<file path="src/hw/rtl/csrd_pkg.sv">
// Shared types, op codes and constants for the clamped stats block.
`timescale 1ns / 1ps
`default_nettype none

package csrd_pkg;

    localparam int OP_W     = 2;
    localparam int SLOT_W   = 3;
    localparam int OPND_W   = 32;
    localparam int VAL_W    = 31;
    localparam int CFG_IDX_W = 3;
    localparam int STEP_W   = 7;

    // Operation codes
    localparam logic [OP_W-1:0] OP_SET  = 2'd0;
    localparam logic [OP_W-1:0] OP_ADD  = 2'd1;
    localparam logic [OP_W-1:0] OP_TICK = 2'd2;

    // Rolling display thresholds and step sizes
    localparam logic [VAL_W-1:0]  SNAP_LIMIT = 31'd1000;
    localparam logic [VAL_W-1:0]  BIG_STEP   = 31'd100;
    localparam logic [VAL_W-1:0]  MID_STEP   = 31'd10;
    localparam logic [STEP_W-1:0] BIG_INC    = 7'd100;
    localparam logic [STEP_W-1:0] MID_INC    = 7'd10;
    localparam logic [STEP_W-1:0] ONE_INC    = 7'd1;

    // Ceiling reset values
    localparam logic [VAL_W-1:0] CEIL_RST_SLOT0 = 31'h7FFF_FFFF;
    localparam logic [VAL_W-1:0] CEIL_RST_SLOT1 = 31'h00FF_FF00;
    localparam logic [VAL_W-1:0] CEIL_RST_OTHER = 31'd256;

    // Command broadcast to every cell
    typedef struct packed {
        logic              fire;
        logic [OP_W-1:0]   op;
        logic [SLOT_W-1:0] slot;
        logic [OPND_W-1:0] operand;
        logic              smooth;
    } cmd_t;

    // Configuration write broadcast to every cell
    typedef struct packed {
        logic                 we;
        logic [CFG_IDX_W-1:0] index;
        logic [VAL_W-1:0]     data;
    } cfg_t;

    // Report carried from cell to cell along the chain
    typedef struct packed {
        logic             settled;
        logic [VAL_W-1:0] real_value;
        logic [VAL_W-1:0] shown_value;
        logic             at_min;
        logic             at_max;
    } report_t;

    function automatic logic [VAL_W-1:0] ceiling_reset(input logic [SLOT_W-1:0] id);
        logic [VAL_W-1:0] v;
        case (id)
            3'd0:    v = CEIL_RST_SLOT0;
            3'd1:    v = CEIL_RST_SLOT1;
            default: v = CEIL_RST_OTHER;
        endcase
        return v;
    endfunction

endpackage

`default_nettype wire

</file>
<file path="src/hw/rtl/csrd_cell.sv">
// One slot cell: real, shown and ceiling registers plus a report stage of the chain.
`timescale 1ns / 1ps
`default_nettype none

module csrd_cell #(
    parameter int SLOT_ID = 0
) (
    input  wire                  aclk,
    input  wire                  aresetn,
    input  csrd_pkg::cmd_t       cmd,
    input  csrd_pkg::cfg_t       cfg,
    input  csrd_pkg::report_t    rpt_in,
    output csrd_pkg::report_t    rpt_out
);

    localparam logic [csrd_pkg::SLOT_W-1:0] MY_ID = csrd_pkg::SLOT_W'(SLOT_ID);

    logic [csrd_pkg::VAL_W-1:0] real_reg,  real_next;
    logic [csrd_pkg::VAL_W-1:0] shown_reg, shown_next;
    logic [csrd_pkg::VAL_W-1:0] ceil_reg;
    logic                       fin_reg,   fin_next;
    csrd_pkg::report_t          rpt_reg,   rpt_next;

    logic                        hit;
    logic signed [32:0]          cand;
    logic [csrd_pkg::VAL_W-1:0]  clamped;
    logic [31:0]                 diff;
    logic [csrd_pkg::VAL_W-1:0]  mag;
    logic                        neg;
    logic [csrd_pkg::STEP_W-1:0] step;
    logic [csrd_pkg::VAL_W-1:0]  shown_rolled;

    assign hit = (cmd.slot == MY_ID);

    // Form the candidate value at full width and clamp to 0..ceiling
    always_comb begin
        if (cmd.op == csrd_pkg::OP_ADD) begin
            cand = $signed({2'b00, real_reg}) + $signed({cmd.operand[31], cmd.operand});
        end else begin
            cand = $signed({cmd.operand[31], cmd.operand});
        end
        if (cand[32]) begin
            clamped = '0;
        end else if (cand[31:0] > {1'b0, ceil_reg}) begin
            clamped = ceil_reg;
        end else begin
            clamped = cand[30:0];
        end
    end

    // Distance between real and shown, and the rolling step
    always_comb begin
        diff = {1'b0, real_reg} - {1'b0, shown_reg};
        neg  = diff[31];
        mag  = neg ? 31'(-diff) : diff[30:0];
        if (mag > csrd_pkg::BIG_STEP) begin
            step = csrd_pkg::BIG_INC;
        end else if (mag > csrd_pkg::MID_STEP) begin
            step = csrd_pkg::MID_INC;
        end else begin
            step = csrd_pkg::ONE_INC;
        end
        shown_rolled = neg ? shown_reg - csrd_pkg::VAL_W'(step)
                           : shown_reg + csrd_pkg::VAL_W'(step);
    end

    // Apply the command to this slot
    always_comb begin
        real_next  = real_reg;
        shown_next = shown_reg;
        fin_next   = fin_reg;
        if (cmd.fire) begin
            if ((cmd.op == csrd_pkg::OP_SET || cmd.op == csrd_pkg::OP_ADD) && hit) begin
                real_next = clamped;
            end else if (cmd.op == csrd_pkg::OP_TICK) begin
                if (!cmd.smooth || mag == '0 || mag > csrd_pkg::SNAP_LIMIT) begin
                    shown_next = real_reg;
                    fin_next   = 1'b1;
                end else begin
                    shown_next = shown_rolled;
                    fin_next   = 1'b0;
                end
            end
        end
    end

    // Merge this slot into the passing report
    always_comb begin
        rpt_next         = rpt_in;
        rpt_next.settled = rpt_in.settled & fin_reg;
        if (hit) begin
            rpt_next.real_value  = real_reg;
            rpt_next.shown_value = shown_reg;
            rpt_next.at_min      = (real_reg == '0);
            rpt_next.at_max      = (real_reg >= ceil_reg);
        end
    end

    always_ff @(posedge aclk) begin
        if (!aresetn) begin
            real_reg  <= '0;
            shown_reg <= '0;
            fin_reg   <= 1'b1;
            ceil_reg  <= csrd_pkg::ceiling_reset(MY_ID);
        end else begin
            real_reg  <= real_next;
            shown_reg <= shown_next;
            fin_reg   <= fin_next;
            if (cfg.we && cfg.index == MY_ID) begin
                ceil_reg <= cfg.data;
            end
        end
    end

    // Report stage advances every cycle
    always_ff @(posedge aclk) begin
        rpt_reg <= rpt_next;
    end

    assign rpt_out = rpt_reg;

endmodule

`default_nettype wire

</file>
<file path="src/hw/rtl/clamped_stats_with_rolling_display.sv">
// Top level: command sequencer, chain of slot cells and result register.
// Usage:
//   s_ channel: one beat carries op (set, add, tick), slot, operand_value and
//   smooth. A set or add writes the addressed slot's real value clamped to
//   0..ceiling; a tick rolls every slot's shown value toward its real value.
//   m_ channel: one result beat per input beat with the addressed slot's real
//   and shown values, at_min, at_max, and all_settled for a tick.
//   cfg channel: cfg_index selects a slot ceiling, cfg_data is its new value;
//   always ready; the user must write only while no item is in flight (not enforced).
// Timing: the block works on one item at a time. The command is applied to
//   all cells in the cycle after acceptance, then the report beat walks the
//   chain of NUM_SLOTS cells, one cell per cycle. The next input is taken the
//   cycle after the result is taken.
// Reset: aresetn low clears all real and shown values, restores the ceiling
//   defaults and drops m_valid.
// Stall: while m_ready is low the result beat holds and s_ready stays low.
`timescale 1ns / 1ps
`default_nettype none

module clamped_stats_with_rolling_display #(
    parameter int NUM_SLOTS = 6
) (
    input  wire                             aclk,
    input  wire                             aresetn,
    input  wire                             s_valid,
    output logic                            s_ready,
    input  wire  [csrd_pkg::OP_W-1:0]       s_op,
    input  wire  [csrd_pkg::SLOT_W-1:0]     s_slot,
    input  wire  signed [csrd_pkg::OPND_W-1:0] s_operand_value,
    input  wire                             s_smooth,
    output logic                            m_valid,
    input  wire                             m_ready,
    output logic [csrd_pkg::VAL_W-1:0]      m_real_value,
    output logic [csrd_pkg::VAL_W-1:0]      m_shown_value,
    output logic                            m_at_min,
    output logic                            m_at_max,
    output logic                            m_all_settled,
    input  wire                             cfg_valid,
    output logic                            cfg_ready,
    input  wire  [csrd_pkg::CFG_IDX_W-1:0]  cfg_index,
    input  wire  [csrd_pkg::VAL_W-1:0]      cfg_data
);

    localparam int CNT_W = $clog2(NUM_SLOTS + 1);

    localparam logic [1:0] ST_IDLE = 2'd0;
    localparam logic [1:0] ST_EXEC = 2'd1;
    localparam logic [1:0] ST_RUN  = 2'd2;
    localparam logic [1:0] ST_OUT  = 2'd3;

    logic [1:0]          state_reg, state_next;
    logic [CNT_W-1:0]    cnt_reg,   cnt_next;
    csrd_pkg::cmd_t      cmd_reg;
    csrd_pkg::cmd_t      cmd_bcast;
    csrd_pkg::cfg_t      cfg_bcast;
    csrd_pkg::report_t   rpt [0:NUM_SLOTS];
    csrd_pkg::report_t   res_reg;
    logic                chain_done;

    assign s_ready   = (state_reg == ST_IDLE);
    assign cfg_ready = 1'b1;
    assign m_valid   = (state_reg == ST_OUT);

    assign chain_done = (cnt_reg == CNT_W'(NUM_SLOTS));

    // Fire the held command into every cell for one cycle
    always_comb begin
        cmd_bcast      = cmd_reg;
        cmd_bcast.fire = (state_reg == ST_EXEC);
    end

    assign cfg_bcast.we    = cfg_valid & cfg_ready;
    assign cfg_bcast.index = cfg_index;
    assign cfg_bcast.data  = cfg_data;

    // Report enters the chain settled and empty
    assign rpt[0] = '{settled: 1'b1, real_value: '0, shown_value: '0,
                      at_min: 1'b0, at_max: 1'b0};

    genvar g;
    generate
        for (g = 0; g < NUM_SLOTS; g++) begin : g_cell
            csrd_cell #(
                .SLOT_ID (g)
            ) u_cell (
                .aclk    (aclk),
                .aresetn (aresetn),
                .cmd     (cmd_bcast),
                .cfg     (cfg_bcast),
                .rpt_in  (rpt[g]),
                .rpt_out (rpt[g+1])
            );
        end
    endgenerate

    // Sequence one item: accept, apply, walk the chain, deliver
    always_comb begin
        state_next = state_reg;
        cnt_next   = cnt_reg;
        unique case (state_reg)
            ST_IDLE: begin
                if (s_valid) begin
                    state_next = ST_EXEC;
                end
            end
            ST_EXEC: begin
                cnt_next   = '0;
                state_next = ST_RUN;
            end
            ST_RUN: begin
                if (chain_done) begin
                    state_next = ST_OUT;
                end else begin
                    cnt_next = cnt_reg + 1'b1;
                end
            end
            ST_OUT: begin
                if (m_ready) begin
                    state_next = ST_IDLE;
                end
            end
            default: state_next = ST_IDLE;
        endcase
    end

    always_ff @(posedge aclk) begin
        if (!aresetn) begin
            state_reg <= ST_IDLE;
            cnt_reg   <= '0;
        end else begin
            state_reg <= state_next;
            cnt_reg   <= cnt_next;
        end
    end

    // Capture the input beat and the finished report
    always_ff @(posedge aclk) begin
        if (s_valid && s_ready) begin
            cmd_reg.fire    <= 1'b0;
            cmd_reg.op      <= s_op;
            cmd_reg.slot    <= s_slot;
            cmd_reg.operand <= s_operand_value;
            cmd_reg.smooth  <= s_smooth;
        end
        if (state_reg == ST_RUN && chain_done) begin
            res_reg <= rpt[NUM_SLOTS];
        end
    end

    assign m_real_value  = res_reg.real_value;
    assign m_shown_value = res_reg.shown_value;
    assign m_at_min      = res_reg.at_min;
    assign m_at_max      = res_reg.at_max;
    assign m_all_settled = res_reg.settled & (cmd_reg.op == csrd_pkg::OP_TICK);

endmodule

`default_nettype wire

</file>
<file path="config.mk">
export PLATFORM = sky130hd
export DESIGN_NAME = clamped_stats_with_rolling_display
export DESIGN_NICKNAME = d
export VERILOG_FILES = /design/src/hw/rtl/csrd_pkg.sv /design/src/hw/rtl/csrd_cell.sv /design/src/hw/rtl/clamped_stats_with_rolling_display.sv
export SDC_FILE = /design/constraint.sdc
export NUM_CORES = 2
export LEC_CHECK = 0
export BUFFER_PORTS_ARGS = -buffer_cell sky130_fd_sc_hd__buf_4
export CELL_PAD_IN_SITES_DETAIL_PLACEMENT = 1
export CELL_PAD_IN_SITES_GLOBAL_PLACEMENT = 2
export CORE_MARGIN = 2
export CORE_UTILIZATION = 39
export DETAILED_ROUTE_END_ITERATION = 8
export PLACE_DENSITY_LB_ADDON = 0.1
export SLEW_MARGIN = 20
export SYNTH_ARGS = -nofsm -noshare
export SYNTH_HDL_FRONTEND = slang
export SYNTH_SLANG_ARGS = --single-unit
export TNS_END_PERCENT = 50
</file>
<file path="constraint.sdc">
create_clock -name aclk -period 9.1 [get_ports aclk]
set_clock_uncertainty 0.05 [all_clocks]
set_input_delay 1.82 -clock aclk [delete_from_list [all_inputs] [get_ports aclk]]
set_output_delay 1.82 -clock aclk [all_outputs]
set_load 0.02 [all_outputs]
</file>
==> results.cfg <==
[setup_path]
crit_buf_inv = 3
critPathRequiredTime_ns = 9.81
crit_path_start_kind = flop
critPathCaptureType = flop
path_class = reg2reg
critPathSlowestCell = a2111o_1
cp.arrival_ns = 9.41
crit_fanout = 4
cpPeakStageDelay_ns = 0.55
critPathTopFamily = simple AND/OR/NAND/NOR gates

[synth]
yosys_warnings = 0
seq_area_frac_synth_pct = 26.78
syn_inst = 10662
async_flop_share_pct = 0
muxShareOfSynthArea_pct = 4.242
synth-simple-area-share_pct = 20.97
synth_compound_area_share_pct = 23.64
yosysUniqueCellTypes = 117
synth-edff-count = 103
syn-num-nets = 11695
synth_area_sq_um = 83240
synthFlopType = dfxtp_1
synth_top_family_by_area = compound AO/OA/AOI/OAI gates
syn_avg_cell_area_sq_um = 7.807
synthXorXnorAreaFrac_pct = 4.702
ys_seq_elements = 1062
synth_adder_area_share_pct = 14.57

[die]
die_w_microns = 466.0
die_area_sq_um = 217200
fp.coreArea_sq_um = 212100
rows = 169
io_pins = 145
start_util_pct = 39.25
die_y_microns = 466.0

[route]
wl_microns = 410200
vias = 84425
drtIter0Drc = 6763
ant_nets = 0
post_drt_via_cell_ratio = 6.093
first_pass_iters = 6
wire_per_inst_microns = 29.60
route.detailed.drc = 0

[timing]
worstMarginPinSlew_ns = 1.250
finalSetupViolations = 0
timing.final.ws_setup_ns = 0.4004
hold_viol = 0
clock.fmax_mhz = 114.9
slew_viol_final = 0
relSlewSlack_pct = 16.68
final_min_period_over_clock_period_pct = 95.60
layout_min_cycle_time_ns = 8.700

[grt]
grt_pass1_vias = 83312
grt_max_degree = 154
grt_usage_pct = 36.47
grt_overflow = 0
antenna_found_initial = 31
grt_pass1_wl_microns = 583100

[clocking]
cts-root-buf = clkbuf_16
cts_made_buffers = 133
cts-htree-levels = 4
clkSlewWorstSetupHoldPaths_ns = 0.06
worstSkewPairLatency_ns = 0.84
cts.hold.buffers_added = 0
clockBufferDepth = 3
cts_tree = built
clock-sinks = 1062

[place]
io_buffer_count = 143
dp.final_hpwl_microns = 317600
pre_cts_ws_ns = -0.4204
place_congestion = 0.9926

[power]
p_leak_nw = 40.87
peakVddDrop_mv = 0.2052
p_per_area_nw_per_um2 = 303.6
finalPower_mw = 28.71

[run]
cap_violations = 0

[layout]
area_growth_pct = 13.61
drive_above_1_share_pct = 10.08
largest_reg_flops = 390
final_nets = 11930

[run_status]
status = finished, final reports clean

[min_path]
hp-class = reg2reg
-- power by group --
part,switching [mW],internal [mW]
logic,11.0,6.72
clock network,2.47,3.17
registers,0.302,4.99
-- synth_stat cells, drive strengths merged, types with 130 or more instances --
cell type	number	area, sq um
nor3	278	1408
o21ai	1020	5109
xor2	160	1401
nor2	577	2183
nand2	1478	5548
a21o	228	1712
clkbuf	366	1374
xnor2	286	2512
nand4	135	850.8
nand3	222	1116
nor2b	130	813.3
nand2b	130	813.3
a21oi	817	4093
inv	576	2162
mux2i	292	2923
dfxtp	959	19200
ha	938	11740
a211oi	136	1026
o21a	166	1246
-- per-layer routing --
metal	part of all wire (%)	routed length [microns]	track usage, %	vias to the layer above
met5	0.025	101	0	-
met1	43	176100	47.31	41676
li1	-	-	-	39055
met3	6.1	24850	5.231	897
met4	8.6	35160	28.16	10
met2	42	174000	54.42	2787
-- logic make-up after synthesis --
family                   after synthesis
AO/OA/AOI/OAI                       3164
XOR/XNOR                             446
adder cells (fa/ha/maj)              959
buffers and inverters               1056
flip-flops                          1062
multiplexers                         346
other                                  1
AND/OR/NAND/NOR                     3628
-- area by class of cell --
class                      instances  area, sq um
tap                             2821         3530
inverter                         578         2181
clock buffer                     173         3660
timing repair buffer             578         4408
multi-input combinational       8544        57470
sequential                      1062        22300
antenna                           33        82.58
fill                           25561       117500
clock inverter                    66        944.7
-- placed cells by master, fill, tap and decap left out, types with 91 or more instances in the layout --
cell,count
nand2_1,1476
o21ai_0,997
dfxtp_1,956
ha_1,937
a21oi_1,805
inv_1,572
buf_4,572
nor2_1,570
mux2i_1,292
xnor2_1,284
nor3_1,269
a21o_1,228
nand3_1,218
o21a_1,165
xor2_1,157
nand4_1,134
clkbuf_16,134
nand2b_1,128
nor2b_1,127
a211oi_1,123
and2_1,123
o211ai_1,119
edfxtp_1,103
and3_1,97
nor4_1,91
-- worst register-to-register path: cells and delay by family, from the launching register on --
family / cells / cell delay, ns
compound gates: 15 / 3.02
xor+xnor: 2 / 0.32
fa+ha+maj: 3 / 0.89
buf+inv: 3 / 0.42
flops: 1 / 0.33
simple gates: 13 / 3.62
-- final timing paths --
kind	start	end	slack, ns	cells past startpoint
setup / recovery	g_cell[2].u_cell.real_reg[0]	g_cell[2].u_cell.shown_reg[25]	0.40	36
hold / removal	g_cell[0].u_cell.fin_reg	g_cell[0].u_cell.rpt_out[64]	0.31	0
setup reg to reg	g_cell[2].u_cell.real_reg[0]	g_cell[2].u_cell.shown_reg[25]	0.40	36
hold reg to reg	g_cell[0].u_cell.fin_reg	g_cell[0].u_cell.rpt_out[64]	0.31	0
-- what timing repair did --
| item | 4_1_cts | 5_1_grt |
|---|---|---|
| endpoints found under the setup margin | 17 | 65 |
| pin swaps | 2 | 38 |
| endpoints found under the hold margin | 0 | 0 |
| setup buffers | 3 | 22 |
| resized for setup | 17 | 119 |
-- metrics by stage --
stage / cells / utilization, % / TNS [ns] / hold WS (ns) / instance area, sq um
finish: 13855 / 44.59 / 0 / 0.3060 / 94570
global route: 13827 / 44.56 / -0.1692 / 0.3159 / 94500
detailed placement: 13558 / 42.02 / -2.004 / 0.2918 / 89110
floorplan: 10662 / - / 0 / 0.2806 / 83240
global placement: 13558 / 42.01 / -0.3227 / 0.2883 / 89100
CTS: 13800 / 44.24 / 0 / 0.3039 / 93820
Note: power is estimated with default switching activity, not from simulation.
